$ cat config.mk
export PLATFORM = sky130hd
export DESIGN_NAME = printable_payload_pattern_match_unit
export DESIGN_NICKNAME = d
export VERILOG_FILES = /design/src/rtl/ppm_pkg.sv /design/src/rtl/ppm_cell.sv /design/src/rtl/ppm_chain.sv /design/src/rtl/ppm_out_buf.sv /design/src/rtl/printable_payload_pattern_match_unit.sv
export SDC_FILE = /design/constraint.sdc
export NUM_CORES = 1
export LEC_CHECK = 0
export ABC_AREA = 0
export BUFFER_PORTS_ARGS = -buffer_cell sky130_fd_sc_hd__buf_2
export CAP_MARGIN = 20
export CELL_PAD_IN_SITES_DETAIL_PLACEMENT = 2
export CELL_PAD_IN_SITES_GLOBAL_PLACEMENT = 2
export CORE_MARGIN = 3
export CORE_UTILIZATION = 35
export CTS_CLUSTER_DIAMETER = 80
export DETAILED_ROUTE_END_ITERATION = 12
export GPL_TIMING_DRIVEN = 0
export PLACE_DENSITY = 0.8
export SYNTH_ARGS = -nofsm -noshare
export SYNTH_HDL_FRONTEND = slang
export SYNTH_HIERARCHICAL = 1
export SYNTH_SLANG_ARGS = --single-unit
$ cat constraint.sdc
create_clock -name clk -period 5.8 [get_ports clk]
set_input_delay 1.16 -clock clk [delete_from_list [all_inputs] [get_ports clk]]
set_output_delay 1.16 -clock clk [all_outputs]
set_load 0.01 [all_outputs]
$ cat src/rtl/ppm_pkg.sv
// Package for the printable payload pattern matcher.
// Holds item types, register indexes, sizes and the printable test.
// No dependencies.
package ppm_pkg;

	localparam int unsigned MaxPatternDefault = 16;
	localparam int unsigned PatBytes = 16;
	localparam int unsigned LenW = 5;
	localparam int unsigned CountW = 32;
	localparam int unsigned CfgIndexW = 2;
	localparam int unsigned CfgDataW = 64;

	typedef enum logic [CfgIndexW-1:0] {
		REG_PATTERN_LOW    = 2'd0,
		REG_PATTERN_HIGH   = 2'd1,
		REG_PATTERN_LENGTH = 2'd2,
		REG_NONE           = 2'd3
	} reg_index_t;

	typedef struct packed {
		logic [7:0] data_byte;
		logic       last_byte;
	} in_item_t;

	typedef struct packed {
		logic              packet_matched;
		logic [CountW-1:0] match_count;
		logic [CountW-1:0] packet_number;
	} out_item_t;

	// Control handed along the row of cells in every accepted cycle
	typedef struct packed {
		logic shift;
		logic clear;
	} cell_ctrl_t;

	function automatic logic is_printable(input logic [7:0] b);
		return (b >= 8'h20) && (b <= 8'h7e);
	endfunction

endpackage

$ cat src/rtl/ppm_cell.sv
// One cell of the window: holds one earlier printable byte and its valid bit,
// and checks it against the pattern byte that lines up with it.
// Depends on ppm_pkg.
module ppm_cell (
	input  logic                clk,
	input  logic                arst_n,
	input  ppm_pkg::cell_ctrl_t ctrl,
	input  logic [7:0]          prev_byte,
	input  logic                prev_valid,
	input  logic [7:0]          pat_byte,
	input  logic                active,
	output logic [7:0]          byte_q,
	output logic                valid_q,
	output logic                ok
);
	import ppm_pkg::*;

	always_ff @(posedge clk or negedge arst_n) begin
		if (!arst_n) begin
			byte_q <= '0;
		end else if (ctrl.shift) begin
			byte_q <= prev_byte;
		end
	end

	// Clear at packet end wins over the shift
	always_ff @(posedge clk or negedge arst_n) begin
		if (!arst_n) begin
			valid_q <= 1'b0;
		end else if (ctrl.clear) begin
			valid_q <= 1'b0;
		end else if (ctrl.shift) begin
			valid_q <= prev_valid;
		end
	end

	assign ok = !active || (valid_q && (byte_q == pat_byte));

endmodule

$ cat src/rtl/ppm_chain.sv
// Row of window cells plus the match check for the incoming byte.
// Depends on ppm_pkg and ppm_cell.
module ppm_chain #(
	parameter int unsigned MAX_PATTERN = ppm_pkg::MaxPatternDefault
) (
	input  logic                                  clk,
	input  logic                                  arst_n,
	input  ppm_pkg::cell_ctrl_t                   ctrl,
	input  logic [7:0]                            new_byte,
	input  logic [ppm_pkg::PatBytes*8-1:0]        pattern,
	input  logic [ppm_pkg::LenW-1:0]              len,
	output logic                                  hit
);
	import ppm_pkg::*;

	localparam int unsigned IdxW = $clog2(PatBytes);

	logic [7:0] pat_arr [PatBytes];
	logic [7:0] cell_byte [MAX_PATTERN];
	logic       cell_valid [MAX_PATTERN];
	logic [MAX_PATTERN-1:0] cell_ok;
	logic [LenW-1:0] last_idx;
	logic       head_ok;

	always_comb begin
		for (int i = 0; i < PatBytes; i++) begin
			pat_arr[i] = pattern[i*8 +: 8];
		end
	end

	assign last_idx = len - LenW'(1);
	assign head_ok  = (len != '0) && (pat_arr[last_idx[IdxW-1:0]] == new_byte);

	for (genvar j = 0; j < MAX_PATTERN; j++) begin : g_cell
		logic [LenW-1:0] pidx;
		logic            act;
		logic [7:0]      pbyte;
		logic [7:0]      prev_b;
		logic            prev_v;

		// Cell j lines up with pattern byte len-2-j when j+1 < len
		assign act   = (LenW'(j + 1) < len);
		assign pidx  = len - LenW'(j + 2);
		assign pbyte = pat_arr[pidx[IdxW-1:0]];

		if (j == 0) begin : g_first
			assign prev_b = new_byte;
			assign prev_v = 1'b1;
		end else begin : g_next
			assign prev_b = cell_byte[j-1];
			assign prev_v = cell_valid[j-1];
		end

		ppm_cell u_cell (
			.clk        (clk),
			.arst_n     (arst_n),
			.ctrl       (ctrl),
			.prev_byte  (prev_b),
			.prev_valid (prev_v),
			.pat_byte   (pbyte),
			.active     (act),
			.byte_q     (cell_byte[j]),
			.valid_q    (cell_valid[j]),
			.ok         (cell_ok[j])
		);
	end

	assign hit = head_ok && (&cell_ok);

endmodule

$ cat src/rtl/ppm_out_buf.sv
// Two-entry output buffer: head register drives the port, skid entry
// absorbs one result while the head is stalled. Depends on ppm_pkg.
module ppm_out_buf (
	input  logic               clk,
	input  logic               arst_n,
	input  logic               push,
	input  ppm_pkg::out_item_t push_data,
	output logic               space,
	output logic               out_valid,
	input  logic               out_ready,
	output ppm_pkg::out_item_t out_data
);
	import ppm_pkg::*;

	out_item_t head_q;
	out_item_t skid_q;
	logic      head_valid_q;
	logic      skid_valid_q;
	logic      pop;

	assign pop       = head_valid_q && out_ready;
	assign space     = !skid_valid_q;
	assign out_valid = head_valid_q;
	assign out_data  = head_q;

	always_ff @(posedge clk or negedge arst_n) begin
		if (!arst_n) begin
			head_valid_q <= 1'b0;
			skid_valid_q <= 1'b0;
		end else begin
			priority if (pop && skid_valid_q) begin
				skid_valid_q <= push;
			end else if (pop || !head_valid_q) begin
				head_valid_q <= push;
			end else if (push) begin
				skid_valid_q <= 1'b1;
			end
		end
	end

	always_ff @(posedge clk) begin
		priority if (pop && skid_valid_q) begin
			head_q <= skid_q;
			if (push) begin
				skid_q <= push_data;
			end
		end else if (pop || !head_valid_q) begin
			if (push) begin
				head_q <= push_data;
			end
		end else if (push) begin
			skid_q <= push_data;
		end
	end

endmodule

$ cat src/rtl/printable_payload_pattern_match_unit.sv
// Top level of the printable payload pattern matcher.
// Depends on ppm_pkg, ppm_chain, ppm_cell and ppm_out_buf.
//
//  channel   handshake            payload                          direction
//  in        in_valid/in_ready    in_data (data_byte, last_byte)   to block
//  out       out_valid/out_ready  out_data (matched, counts)       from block
//  cfg       cfg_we               cfg_index, cfg_wdata             to block
//
// One byte is taken per clock while in_ready is high; each printable byte steps
// the row of window cells once. The result for a packet is pushed into the
// output buffer when its last byte is accepted. A two-entry output buffer keeps
// bytes flowing while one result waits; in_ready drops only when both entries hold
// results. Reset clears the window, the counters and the pattern registers.
module printable_payload_pattern_match_unit #(
	parameter int unsigned MAX_PATTERN = ppm_pkg::MaxPatternDefault
) (
	input  logic                              clk,
	input  logic                              arst_n,
	input  logic                              in_valid,
	output logic                              in_ready,
	input  ppm_pkg::in_item_t                 in_data,
	output logic                              out_valid,
	input  logic                              out_ready,
	output ppm_pkg::out_item_t                out_data,
	input  logic                              cfg_we,
	input  logic [ppm_pkg::CfgIndexW-1:0]     cfg_index,
	input  logic [ppm_pkg::CfgDataW-1:0]      cfg_wdata
);
	import ppm_pkg::*;

	logic [CfgDataW-1:0] pattern_low_q;
	logic [CfgDataW-1:0] pattern_high_q;
	logic [LenW-1:0]     pattern_length_q;
	logic [LenW-1:0]     len_eff;
	logic                found_q;
	logic [CountW-1:0]   match_cnt_q;
	logic [CountW-1:0]   pkt_cnt_q;
	logic                accept;
	logic                printable;
	logic                hit;
	logic                matched;
	logic                space;
	logic [CountW-1:0]   match_cnt_nxt;
	logic [CountW-1:0]   pkt_cnt_nxt;
	cell_ctrl_t          ctrl;
	out_item_t           result;
	reg_index_t          widx;

	assign widx = reg_index_t'(cfg_index);

	always_ff @(posedge clk or negedge arst_n) begin
		if (!arst_n) begin
			pattern_low_q    <= '0;
			pattern_high_q   <= '0;
			pattern_length_q <= '0;
		end else if (cfg_we) begin
			unique case (widx)
				REG_PATTERN_LOW:    pattern_low_q    <= cfg_wdata;
				REG_PATTERN_HIGH:   pattern_high_q   <= cfg_wdata;
				REG_PATTERN_LENGTH: pattern_length_q <= cfg_wdata[LenW-1:0];
				default: ;
			endcase
		end
	end

	// Clamp the length to the window size
	assign len_eff = (pattern_length_q > LenW'(MAX_PATTERN)) ? LenW'(MAX_PATTERN)
		: pattern_length_q;

	assign in_ready   = space;
	assign accept     = in_valid && in_ready;
	assign printable  = is_printable(in_data.data_byte);
	assign ctrl.shift = accept && printable;
	assign ctrl.clear = accept && in_data.last_byte;

	ppm_chain #(
		.MAX_PATTERN (MAX_PATTERN)
	) u_chain (
		.clk      (clk),
		.arst_n   (arst_n),
		.ctrl     (ctrl),
		.new_byte (in_data.data_byte),
		.pattern  ({pattern_high_q, pattern_low_q}),
		.len      (len_eff),
		.hit      (hit)
	);

	assign matched = found_q || (len_eff == '0) || (printable && hit);

	assign match_cnt_nxt = (matched && (match_cnt_q != '1)) ? match_cnt_q + CountW'(1)
		: match_cnt_q;
	assign pkt_cnt_nxt   = (pkt_cnt_q != '1) ? pkt_cnt_q + CountW'(1) : pkt_cnt_q;

	always_ff @(posedge clk or negedge arst_n) begin
		if (!arst_n) begin
			found_q     <= 1'b0;
			match_cnt_q <= '0;
			pkt_cnt_q   <= '0;
		end else if (accept) begin
			if (in_data.last_byte) begin
				found_q     <= 1'b0;
				match_cnt_q <= match_cnt_nxt;
				pkt_cnt_q   <= pkt_cnt_nxt;
			end else begin
				found_q <= matched;
			end
		end
	end

	assign result.packet_matched = matched;
	assign result.match_count    = match_cnt_nxt;
	assign result.packet_number  = pkt_cnt_nxt;

	ppm_out_buf u_out_buf (
		.clk       (clk),
		.arst_n    (arst_n),
		.push      (ctrl.clear),
		.push_data (result),
		.space     (space),
		.out_valid (out_valid),
		.out_ready (out_ready),
		.out_data  (out_data)
	);

endmodule

==> flow_summary.json, run 1 <==
{
  "yosys.area.top_type": "dfrtp_1",
  "cp_max_fo": 8,
  "clkSlewWorstSetupHoldPaths_ns": 0.06,
  "grt_pass1_vias": 22100,
  "numPortBuffers": 146,
  "synthAdderAreaFrac": 0.00498,
  "drive_above_1_share": 0.508,
  "max_freq_mhz": 143,
  "endpoint_kind": "flop",
  "tightest_slew_ns": 1.27,
  "dieHeight_um": 287,
  "p_leak_nw": 14.0,
  "ctsHoldBuffers": 0,
  "synthFlopType": "dfrtp_1",
  "syn_area_um2": 27600,
  "row_count": 102,
  "synth-compound-area-share": 0.0128,
  "synth_top_area_share": 0.311,
  "cts_sinks": 474,
  "drv_slew": 0,
  "power_mw": 14.3,
  "slew_headroom": 0.147,
  "peakVddDrop_v": 0.000331,
  "gp_routability_congestion": 0.994,
  "arrival_ns": 7.38,
  "power_density_nw_per_um2": 415,
  "hold_viol": 0,
  "place_ws_ns": -3.54,
  "period_share": 1.21,
  "tns_ns": -92.24,
  "clock_skew_ns": 0.0606,
  "yosysWarnings": 6,
  "maxCapViolations": 0,
  "finalSetupViolations": 99,
  "grtUsageTotal": 0.272,
  "grt_max_degree": 120,
  "finalNetCount": 2303,
  "route.detailed.drc": 0,
  "drt-initial-drc-count": 2281,
  "htree_levels": 2,
  "status": "finished, violations left",
  "ant_nets": 0,
  "grt_pass1_wl_um": 164000,
  "async_flop_share": 0.726,
  "netlist_top_cells_area": "dfrtp_1 31%, mux4_2 16%, edfxtp_1 14%",
  "finalCriticalPeriod_ns": 7.01,
  "netlist_instances": 1922,
  "dieArea_um2": 82400,
  "ys_ff_latch": 474,
  "startpoint_type": "flop",
  "hpwl_um": 76800,
  "violations": "negative setup slack",
  "cp.required_ns": 6.17,
  "cts_tree": "yes",
  "rsz0062_at_grt": "true",
  "hp-class": "flop to flop",
  "cts_made_buffers": 56,
  "wl_per_cell_um": 36.8,
  "n_fill_cell": 7429,
  "area_growth_pct": 24.6,
  "ys_types": 63,
  "grt_antenna_before_repair": 1,
  "synth-simple-area-share": 0.0648,
  "die_w_um": 287,
  "via_per_inst": 6.23,
  "root_buffer": "clkbuf_16",
  "yosysSeqAreaShare": 0.453,
  "synth_nets": 2013,
  "wirelength_um": 121000,
  "setup_ws_ns": -1.21,
  "io-pin-count": 147,
  "worst-setup-path-type": "flop to flop",
  "core_area_um2": 77800,
  "grt_overflow": 0,
  "via_count": 20500,
  "ctsLongestPathBuffers": 3,
  "placed_area_um2": 29900,
  "synth_top_family_by_area": "multiplexers",
  "stdcell_area_um2": 34400,
  "clk_latency_ns": 0.65,
  "synthXorXnorAreaFrac": 0.0865,
  "synth.avg_cell_area_um2": 14.4,
  "dr.pass1.iters": 5,
  "synth-edff-count": 130,
  "synthMuxAreaShare": 0.351,
  "initial_utilization": 0.355
}
## placed cells by master (no fill, tap or decap), types with 40 or more instances in the layout
master,n
buf_6,54
nand4_1,43
xnor2_1,174
buf_2,158
mux2i_1,81
dfrtp_1,343
mux2_2,275
buf_4,57
mux4_2,193
nand2_1,87
mux2i_2,40
mux2_4,52
edfxtp_1,130
nor2_1,47
clkbuf_16,62
## critical path, stage by stage, from the launching register on
cell and delay [ns]:
dfrtp_2 0.49, nor2b_4 0.19, buf_12 0.14, buf_12 0.11, buf_12 0.13, clkinvlp_4 0.17, ha_4 0.37, buf_12 0.15
buf_12 0.13, buf_12 0.14, buf_12 0.13, mux4_2 0.36, mux2i_1 0.57, mux2i_1 0.23, xnor2_1 0.20, nand4_1 0.13
o31ai_2 0.28, nand4_1 0.26, nor4_4 0.43, o211ai_1 0.25, nor4_2 0.42, a221oi_4 0.23, nor3_4 0.33, buf_4 0.17
nand4_1 0.15, xnor2_2 0.21, mux2_4 0.29
## final timing paths
kind,start,to,slack (ns),depth (start not counted)
worst max-delay path,pattern_length_q[4],u_out_buf/out_data[62],-1.21,26
worst min-delay path,pkt_cnt_q[12],pkt_cnt_q[12],0.53,1
worst max register to register,pattern_length_q[4],u_out_buf/out_data[62],-1.21,26
worst min register to register,pkt_cnt_q[12],pkt_cnt_q[12],0.53,1
max in group asynchronous,arst_n,pkt_cnt_q[14],3.95,2
min in group asynchronous,arst_n,pattern_high_q[52],0.59,1
## sequential cells by signal, summed over array words and instances (netlist names)
register                       count
match_cnt_q                       32
pattern_low_q                     64
u_chain/g_cell.u_cell/valid_q     16
u_out_buf/out_data                65
found_q                            1
u_chain/g_cell.u_cell/byte_q     128
pattern_length_q                   5
u_out_buf/skid_valid_q             1
u_out_buf/out_valid                1
pattern_high_q                    64
u_out_buf/skid_q                  65
pkt_cnt_q                         32
## per-stage QoR
stage	instances	hold slack (ns)	util
after floorplan	1922	0.467	-
after global placement	3108	0.494	0.381
after detailed placement	3115	0.516	0.384
after CTS	3274	0.526	0.432
after global routing	3299	0.548	0.442
final	3301	0.530	0.442
## power by group
part	internal, mW	switching (mW)	leakage [nW]
logic	2.83	3.93	7.55
registers	3.59	0.344	5.57
clock network	1.95	1.64	0.879
## cells by family after synthesis
logic type	after synthesis
and+or+nand+nor	341
muxes	663
xor gates and xnor gates	268
buffers and inverters	125
DFF	474
AOI/OAI and AO/OA	39
other	1
adders and majority gates	11
## cells in the mapped netlist (3+ instances only)
master	number
or3_1	3
mux2_4	50
nor3_1	19
xnor2_1	225
mux4_1	4
nor3_2	3
xnor2_2	5
dfrtp_1	344
edfxtp_1	130
nand3_1	35
o21ai_0	5
mux2_2	277
buf_4	5
a21oi_1	5
ha_1	11
mux4_2	192
nor2b_1	7
and2_1	5
nor2_1	52
and3_1	18
buf_6	30
a21o_1	3
o31ai_2	16
clkbuf_1	37
nand2_1	122
and4_1	8
clkbuf_2	3
mux2i_1	140
buf_1	6
nand3b_1	3
inv_1	13
nand4_1	43
xor2_1	37
buf_2	29
## what timing repair did
action | CTS | global route
endpoints found under the hold margin | 0 | 0
buffers inserted | 52 | 38
gates resized for setup | 292 | 115
gates cloned | 6 | 0
endpoints found under the setup margin | 99 | 98
pin swaps | 52 | 51
## final cells by class
type	count	area [µm²]	share of cell area
Antenna cell	2	5.00	0.000145
Buffer	105	921	0.0267
Clock buffer	68	1510	0.0437
Clock inverter	37	294	0.00854
Inverter	15	65.1	0.00189
Multi-Input combinational cell	1323	16000	0.466
Sequential cell	474	12500	0.363
Tap cell	1040	1300	0.0378
Timing Repair Buffer	237	1790	0.0521
## metal layers
| layer | share of wire | vias to the layer above | track usage |
|---|---|---|---|
| met5 | 0 | - | 0 |
| met4 | 0.070 | 0 | 0.131 |
| met3 | 0.086 | 517 | 0.0478 |
| met2 | 0.49 | 1358 | 0.465 |
| met1 | 0.36 | 10800 | 0.332 |
| li1 | - | 7850 | - |
No activity file was read; power rests on OpenSTA's default activity.
==> run 2, diff against run 1 <==
--- a/config.mk
+++ b/config.mk
@@ -15,6 +15,7 @@
 export CTS_CLUSTER_DIAMETER = 80
 export DETAILED_ROUTE_END_ITERATION = 12
 export GPL_TIMING_DRIVEN = 0
+export MAX_ROUTING_LAYER = met4
 export PLACE_DENSITY = 0.8
 export SYNTH_ARGS = -nofsm -noshare
 export SYNTH_HDL_FRONTEND = slang
==> run 2 against run 1 <==
The flow finishes with violations (max-capacitance violations, max-slew violations, negative setup slack). Core utilization is 0.19 points higher. Critical path depth grew 2. Sequential power about the same. First-iteration DRC count increased by 6.0%. Worst hold slack worse by 0.16 ns. Global-route usage is 0.15 points higher. Total power up 0.94%. Clock skew decreased by 0.0028 ns. Clock power is essentially flat. Count of clock-buffer cells in the layout is 7 higher. Critical path type unchanged. Largest cell class unchanged.
==> flow_summary.json, run 2 (synthesis results as in run 1) <==
{
  "max_freq_mhz": 142,
  "grt_pass1_wl_um": 161000,
  "tightest_slew_ns": 1.50,
  "p_leak_nw": 14.2,
  "die_w_um": 287,
  "cp_max_fo": 6,
  "cp.required_ns": 6.18,
  "route.detailed.drc": 0,
  "power.clock.fraction": 0.247,
  "hold_slack_ns": 0.368,
  "finalSetupViolations": 99,
  "drv_slew": 3,
  "area_growth_pct": 25.1,
  "drive_above_1_share": 0.515,
  "ctsHoldBuffers": 0,
  "hpwl_um": 77200,
  "largest_reg_flops": 128,
  "dieHeight_um": 287,
  "maxCapViolations": 1,
  "period_share": 1.22,
  "wl_per_cell_um": 36.3,
  "finalNetCount": 2308,
  "clk_latency_ns": 0.65,
  "core_area_um2": 77800,
  "power_mw": 14.4,
  "numPortBuffers": 146,
  "grt_antenna_before_repair": 0,
  "cts_made_buffers": 54,
  "dr.pass1.iters": 6,
  "p_sw_frac": 0.407,
  "gp_routability_congestion": 1.03,
  "arrival_ns": 7.44,
  "drt-initial-drc-count": 2417,
  "clkSlewWorstSetupHoldPaths_ns": 0.06,
  "tns_ns": -94.40,
  "critPathSlowestCell": "dfrtp_2",
  "cts_sinks": 474,
  "io-pin-count": 147,
  "status": "finished, violations left",
  "row_count": 102,
  "power_density_nw_per_um2": 417,
  "top_register": "u_chain/g_cell.u_cell/byte_q",
  "cpMostUsedCell": "buf_12",
  "grt_max_degree": 123,
  "dieArea_um2": 82400,
  "hold_viol": 0,
  "p_seq_frac": 0.272,
  "via_count": 20700,
  "grtUsageTotal": 0.273,
  "final_cells": 3303,
  "slew_headroom": -0.0101,
  "initial_utilization": 0.355,
  "grt_pass1_vias": 21900,
  "p_int_mw": 8.54,
  "final_common_cell": "dfrtp_1",
  "mostFrequentLayoutCells": "343 x dfrtp_1, 275 x mux2_2, 194 x mux4_2",
  "combPwrFrac": 0.481,
  "setup_ws_ns": -1.26,
  "peakVddDrop_v": 0.000322,
  "hp-class": "primary input to asynchronous set/reset pin",
  "finalCriticalPeriod_ns": 7.06,
  "root_buffer": "clkbuf_16",
  "dp.cells": 3115,
  "p_sw_mw": 5.87,
  "ctsLongestPathBuffers": 3,
  "via_per_inst": 6.26,
  "wirelength_um": 120000,
  "clock_skew_ns": 0.0578,
  "worst-setup-path-type": "flop to flop",
  "violations": "max-capacitance violations, max-slew violations, negative setup slack",
  "endpoint_kind": "flop",
  "finish.utilization": 0.444,
  "htree_levels": 2,
  "cts_tree": "yes",
  "ant_nets": 0,
  "worst_path_largest_cell_delay_ns": 0.48,
  "startpoint_type": "flop",
  "rsz0062_at_grt": "true",
  "grt_overflow": 0
}
==> run 2: path summary, 6_finish.rpt <==
path | cells past startpoint | start | slack (ns) | endpoint
worst min-delay path | 1 | arst_n | 0.37 | pattern_high_q[6]
worst min register to register | 1 | pkt_cnt_q[9] | 0.53 | pkt_cnt_q[9]
min in group clk | 1 | pkt_cnt_q[9] | 0.53 | pkt_cnt_q[9]
worst max register to register | 28 | pattern_length_q[4] | -1.26 | u_out_buf/out_data[62]
worst max-delay path | 28 | pattern_length_q[4] | -1.26 | u_out_buf/out_data[62]
max in group asynchronous | 3 | arst_n | 4.07 | u_chain/g_cell[14].u_cell/byte_q[5]
==> run 2: repair_timing <==
action | 4_1_cts | 5_1_grt
setup endpoints to repair | 99 | 98
endpoints found under the hold margin | 0 | 0
gates cloned | 5 | 2
buffers inserted | 54 | 35
gates resized for setup | 292 | 141
pin swaps | 55 | 61
==> run 2: per-layer routing <==
metal | vias to the layer above | track usage | share of wire
li1 | 7842 | - | -
met1 | 11000 | 0.326 | 0.36
met2 | 1329 | 0.450 | 0.48
met3 | 528 | 0.0495 | 0.085
met4 | 0 | 0.127 | 0.067
met5 | - | - | 0
==> run 2: power groups by stage <==
stage	clock, mW	combinational, mW	sequential (mW)
CTS	3.57	6.27	3.87
finish	3.56	6.93	3.93
floorplan	0	3.45	3.79
global route	3.78	6.90	3.93
detailed placement	0	5.33	3.93
global placement	0	5.15	3.89
==> run 2: worst max-delay path, delay by kind of cell (launching register included) <==
| family | cells | cell delay (ns) |
|---|---|---|
| and+or+nand+nor | 7 | 1.80 |
| buffers and inverters | 11 | 1.57 |
| muxes | 4 | 1.23 |
| AOI/OAI and AO/OA | 3 | 0.81 |
| xor gates and xnor gates | 2 | 0.49 |
| DFF | 1 | 0.48 |
| adders and majority gates | 1 | 0.41 |
==> run 2: layout make-up <==
cell class | count | area, µm²
Sequential cell | 474 | 12500
Antenna cell | 1 | 2.50
Multi-Input combinational cell | 1323 | 16100
Timing Repair Buffer | 243 | 1880
Clock inverter | 26 | 255
Inverter | 15 | 65.1
Fill cell | 7470 | 43300
Tap cell | 1040 | 1300
Clock buffer | 75 | 1540
Buffer | 106 | 980
==> run 2: metrics by stage <==
step / area, µm² / worst slack [ns]
global placement: 29700 / -3.16
detailed placement: 29900 / -3.31
CTS: 33600 / -0.601
finish: 34600 / -1.26
global route: 34600 / -1.18
floorplan: 27700 / 0.0149
==> run 3, diff against run 2 <==
--- a/config.mk
+++ b/config.mk
@@ -11,13 +11,12 @@
 export CELL_PAD_IN_SITES_DETAIL_PLACEMENT = 2
 export CELL_PAD_IN_SITES_GLOBAL_PLACEMENT = 2
 export CORE_MARGIN = 3
-export CORE_UTILIZATION = 35
+export CORE_UTILIZATION = 37
 export CTS_CLUSTER_DIAMETER = 80
 export DETAILED_ROUTE_END_ITERATION = 12
 export GPL_TIMING_DRIVEN = 0
 export MAX_ROUTING_LAYER = met4
-export PLACE_DENSITY = 0.8
+export PLACE_DENSITY = 0.89
 export SYNTH_ARGS = -nofsm -noshare
 export SYNTH_HDL_FRONTEND = slang
-export SYNTH_HIERARCHICAL = 1
 export SYNTH_SLANG_ARGS = --single-unit
==> run 3 against run 2 <==
The flow now stops in 5_1_grt. Synthesized area grew 21%. Synthesized cell count grew 76%.
==> flow_summary.json, run 3 <==
{
  "numPortBuffers": 146,
  "hpwl_um": 187000,
  "ys_types": 109,
  "error_line": "[ERROR GRT-0183] Net u_chain.cell_byte\\[84\\]: the 3D maze router ran out of legal paths (heap underflow) - the net is boxed in by local congestion or blockages.",
  "dieHeight_um": 307,
  "cts_made_buffers": 55,
  "stop_stage": "5_1_grt",
  "crit_endpoint": "match_cnt_q[0]$_DFFE_PN0P_/D",
  "ys_ff_latch": 465,
  "yosysWarnings": 0,
  "grt_max_degree": 128,
  "status": "aborted with a tool error",
  "synth.top_cells.by_count": "335 x dfrtp_1, 309 x nand2_1, 306 x mux2_2, 295 x mux2i_1, 218 x nor2_1",
  "synth-edff-count": 130,
  "synthFlopType": "dfrtp_1",
  "netlist_instances": 3375,
  "root_buffer": "clkbuf_16",
  "dp.cells": 4712,
  "yosysMostFrequentCell": "dfrtp_1",
  "htree_levels": 2,
  "synth_top_area_share": 0.250,
  "syn_area_um2": 33600,
  "initial_utilization": 0.376,
  "netlist_top_cells_area": "dfrtp_1 25%, edfxtp_1 12%, mux2_2 10%",
  "row_count": 109,
  "gp_routability_congestion": 1.09,
  "synth.avg_cell_area_um2": 9.94,
  "die_w_um": 307,
  "async_flop_share": 0.720,
  "cts_sinks": 465,
  "yosysSeqAreaShare": 0.366,
  "ctsHoldBuffers": 0,
  "io-pin-count": 147,
  "yosys.area.top_type": "dfrtp_1",
  "synth_nets": 3459,
  "grt_antenna_before_repair": 74,
  "ctsLongestPathBuffers": 3,
  "worstEndpointType": "register input"
}
==> run 3: logic make-up after synthesis <==
family / Yosys count / synth area share
AND/OR/NAND/NOR: 992 / 0.148
flip-flops: 465 / 0.366
multiplexers: 676 / 0.239
AO/OA/AOI/OAI: 668 / 0.136
adder cells (fa/ha/maj): 4 / 0.00149
buffers and inverters: 338 / 0.0473
XOR/XNOR: 232 / 0.0613
==> run 3: stage by stage <==
step           cell area, µm²  utilization  setup TNS, ns  worst slack (ns)
3_5_place_dp            36200        0.406        -356.28             -4.08
3_3_place_gp            35800        0.401       -1662.18             -3.89
2_1_floorplan           33600            -              0            0.0612
4_1_cts                 40400        0.453          -3.39            -0.159
==> run 3: what timing repair did <==
item	CTS
setup endpoints to repair	99
hold endpoints to repair	0
cloned	7
buffers inserted	53
pin swaps	72
resized for setup	417
==> run 4, diff against run 3 <==
--- a/config.mk
+++ b/config.mk
@@ -8,15 +8,11 @@
 export ABC_AREA = 0
 export BUFFER_PORTS_ARGS = -buffer_cell sky130_fd_sc_hd__buf_2
 export CAP_MARGIN = 20
-export CELL_PAD_IN_SITES_DETAIL_PLACEMENT = 2
-export CELL_PAD_IN_SITES_GLOBAL_PLACEMENT = 2
 export CORE_MARGIN = 3
-export CORE_UTILIZATION = 37
-export CTS_CLUSTER_DIAMETER = 80
+export CORE_UTILIZATION = 36
 export DETAILED_ROUTE_END_ITERATION = 12
 export GPL_TIMING_DRIVEN = 0
-export MAX_ROUTING_LAYER = met4
-export PLACE_DENSITY = 0.89
+export PLACE_DENSITY_LB_ADDON = 0.15
 export SYNTH_ARGS = -nofsm -noshare
 export SYNTH_HDL_FRONTEND = slang
 export SYNTH_SLANG_ARGS = --single-unit
==> constraint.sdc (replaced) <==
create_clock -name clk -period 7.5 [get_ports clk]
set_input_delay 1.5 -clock clk [delete_from_list [all_inputs] [get_ports clk]]
set_output_delay 1.5 -clock clk [all_outputs]
set_load 0.01 [all_outputs]
==> run 4 against run 3 <==
The flow now finishes, with violations (negative setup slack). Synthesized cell count stayed put. Synthesized area unchanged.
==> flow_summary.json, run 4 <==
{
  "grt_overflow": 0,
  "hp-class": "flop to flop",
  "period_share": 1.02,
  "finalNetCount": 3690,
  "startpoint_type": "flop",
  "power_mw": 14.7,
  "drive_above_1_share": 0.242,
  "dr_wl_met2_um": 78300,
  "numPortBuffers": 146,
  "largest_reg_flops": 120,
  "grt_antenna_before_repair": 32,
  "ant_nets": 0,
  "via_per_inst": 6.76,
  "n_fill_cell": 9167,
  "async_flop_share": 0.720,
  "ctsHoldBuffers": 0,
  "status": "finished, violations left",
  "max_freq_mhz": 130,
  "io-pin-count": 147,
  "finish.utilization": 0.418,
  "synth.avg_cell_area_um2": 9.94,
  "cts_tree": "yes",
  "grt_pass1_vias": 30800,
  "gp_routability_congestion": 1.14,
  "power_density_nw_per_um2": 381,
  "arrival_ns": 8.12,
  "hold_viol": 0,
  "via_count": 33200,
  "synth.top_cells.by_count": "335 x dfrtp_1, 309 x nand2_1, 306 x mux2_2, 295 x mux2i_1, 218 x nor2_1",
  "setup_ws_ns": -0.163,
  "yosysMostFrequentCell": "dfrtp_1",
  "synth_top_area_share": 0.250,
  "mostFrequentLayoutCells": "334 x dfrtp_1, 309 x nand2_1, 306 x mux2_2",
  "syn_area_um2": 33600,
  "row_count": 111,
  "grt_max_degree": 108,
  "yosysWarnings": 0,
  "drt-initial-drc-count": 4918,
  "ys_types": 109,
  "ctsLongestPathBuffers": 3,
  "wirelength_um": 214000,
  "yosys.area.top_type": "dfrtp_1",
  "peakVddDrop_v": 0.000230,
  "cts_made_buffers": 52,
  "top_layer": "met5",
  "ys_ff_latch": 465,
  "dp.cells": 4786,
  "netlist_top_cells_area": "dfrtp_1 25%, edfxtp_1 12%, mux2_2 10%",
  "synth_nets": 3459,
  "dieHeight_um": 311,
  "netlist_instances": 3375,
  "die_w_um": 311,
  "dieArea_um2": 96900,
  "hpwl_um": 163000,
  "initial_utilization": 0.364,
  "violations": "negative setup slack",
  "grt_pass1_wl_um": 282000,
  "cts_sinks": 465,
  "cp_max_fo": 10,
  "dr.pass1.iters": 6,
  "grtUsageTotal": 0.429,
  "synthFlopType": "dfrtp_1",
  "root_buffer": "clkbuf_16",
  "finalSetupViolations": 26,
  "core_area_um2": 92100,
  "final_cells": 4907,
  "wl_met3_um": 29900,
  "htree_levels": 2,
  "area_growth_pct": 14.6,
  "clkSlewWorstSetupHoldPaths_ns": 0.06,
  "yosysSeqAreaShare": 0.366,
  "slew_headroom": 0.0786,
  "clock_skew_ns": 0.0591,
  "tightest_slew_ns": 1.38,
  "worst-setup-path-type": "flop to flop",
  "synth-edff-count": 130,
  "p_leak_nw": 15.8,
  "top_register": "u_chain.g_cell.u_cell.byte_q",
  "maxCapViolations": 0,
  "wl_met1_um": 89100,
  "endpoint_kind": "flop",
  "cp.required_ns": 7.96,
  "final_common_cell": "dfrtp_1",
  "drv_slew": 0,
  "route.detailed.drc": 0,
  "finalCriticalPeriod_ns": 7.66,
  "clk_latency_ns": 0.70,
  "wl_per_cell_um": 43.6
}
==> run 4: cells by family (layout without fill, tap and decap cells) <==
kind of cell | Yosys count | after routing | synth area share
mux | 676 | 676 | 0.239
flops | 465 | 465 | 0.366
other cells | 0 | 14 | 0
compound gates | 668 | 668 | 0.136
buf+inv | 338 | 613 | 0.0473
simple gates | 992 | 992 | 0.148
xor+xnor | 232 | 232 | 0.0613
fa+ha+maj | 4 | 4 | 0.00149
==> run 4: metal layers <==
layer,up-vias,global-route usage
li1,13100,-
met1,16800,0.590
met2,2578,0.543
met3,670,0.189
met4,9,0.254
met5,-,0
==> run 4: final timing paths <==
| kind | startpoint | end | slack (ns) | depth (start not counted) |
|---|---|---|---|---|
| max in group asynchronous | arst_n | match_cnt_q[29] | 5.38 | 3 |
| min in group asynchronous | arst_n | pattern_low_q[17] | 0.70 | 1 |
| max | pattern_length_q[0] | u_out_buf.out_data[53] | -0.16 | 16 |
| min | match_cnt_q[6] | match_cnt_q[6] | 0.51 | 1 |
| min reg2reg | match_cnt_q[6] | match_cnt_q[6] | 0.51 | 1 |
| max reg2reg | pattern_length_q[0] | u_out_buf.out_data[53] | -0.16 | 16 |
==> run 4: timing repair <==
action,4_1_cts,5_1_grt
setup buffers,2,0
endpoints found under the setup margin,99,84
pin swaps,2,4
resized for setup,45,44
==> run 4: area by class of cell <==
| class | count | area (µm²) | area share |
|---|---|---|---|
| Multi-Input combinational cell | 2572 | 20000 | 0.519 |
| Sequential cell | 465 | 12300 | 0.319 |
| Tap cell | 1243 | 1560 | 0.0404 |
| Clock buffer | 79 | 1510 | 0.0393 |
| Buffer | 287 | 1480 | 0.0386 |
| Timing Repair Buffer | 179 | 1210 | 0.0315 |
| Clock inverter | 19 | 233 | 0.00605 |
| Inverter | 49 | 194 | 0.00504 |
| Antenna cell | 14 | 35.0 | 0.000911 |
==> run 4: critical path, stage by stage, from the launching register on <==
cell and delay [ns]:
dfrtp_1 0.50, buf_2 0.33, buf_2 0.35, inv_1 0.31, buf_1 1.03, a21oi_1 0.24
mux2i_1 0.93, o21ai_1 0.47, xnor2_1 0.29, o2111ai_1 0.36, or4_4 0.67, a2111oi_4 0.48
nand4_4 0.28, and2_4 0.26, clkbuf_2 0.21, or3_1 0.43, a31oi_2 0.31
==> run 4: stage by stage <==
| step | setup WS (ns) | TNS (ns) | hold WS (ns) | cell area [µm²] |
|---|---|---|---|---|
| floorplan | 1.44 | 0 | 0.464 | 33600 |
| global placement | -2.51 | -1031.94 | 0.483 | 35800 |
| detailed placement | -2.09 | -165.56 | 0.493 | 36200 |
| CTS | 0.0297 | 0 | 0.503 | 38100 |
| global route | -0.0383 | -0.134 | 0.530 | 38400 |
| finish | -0.163 | -1.49 | 0.506 | 38500 |
==> run 4: power by group <==
group / internal (mW) / total, mW / switching (mW)
registers: 3.13 / 4.38 / 1.25
logic: 2.62 / 7.66 / 5.04
clock network: 1.50 / 2.63 / 1.13
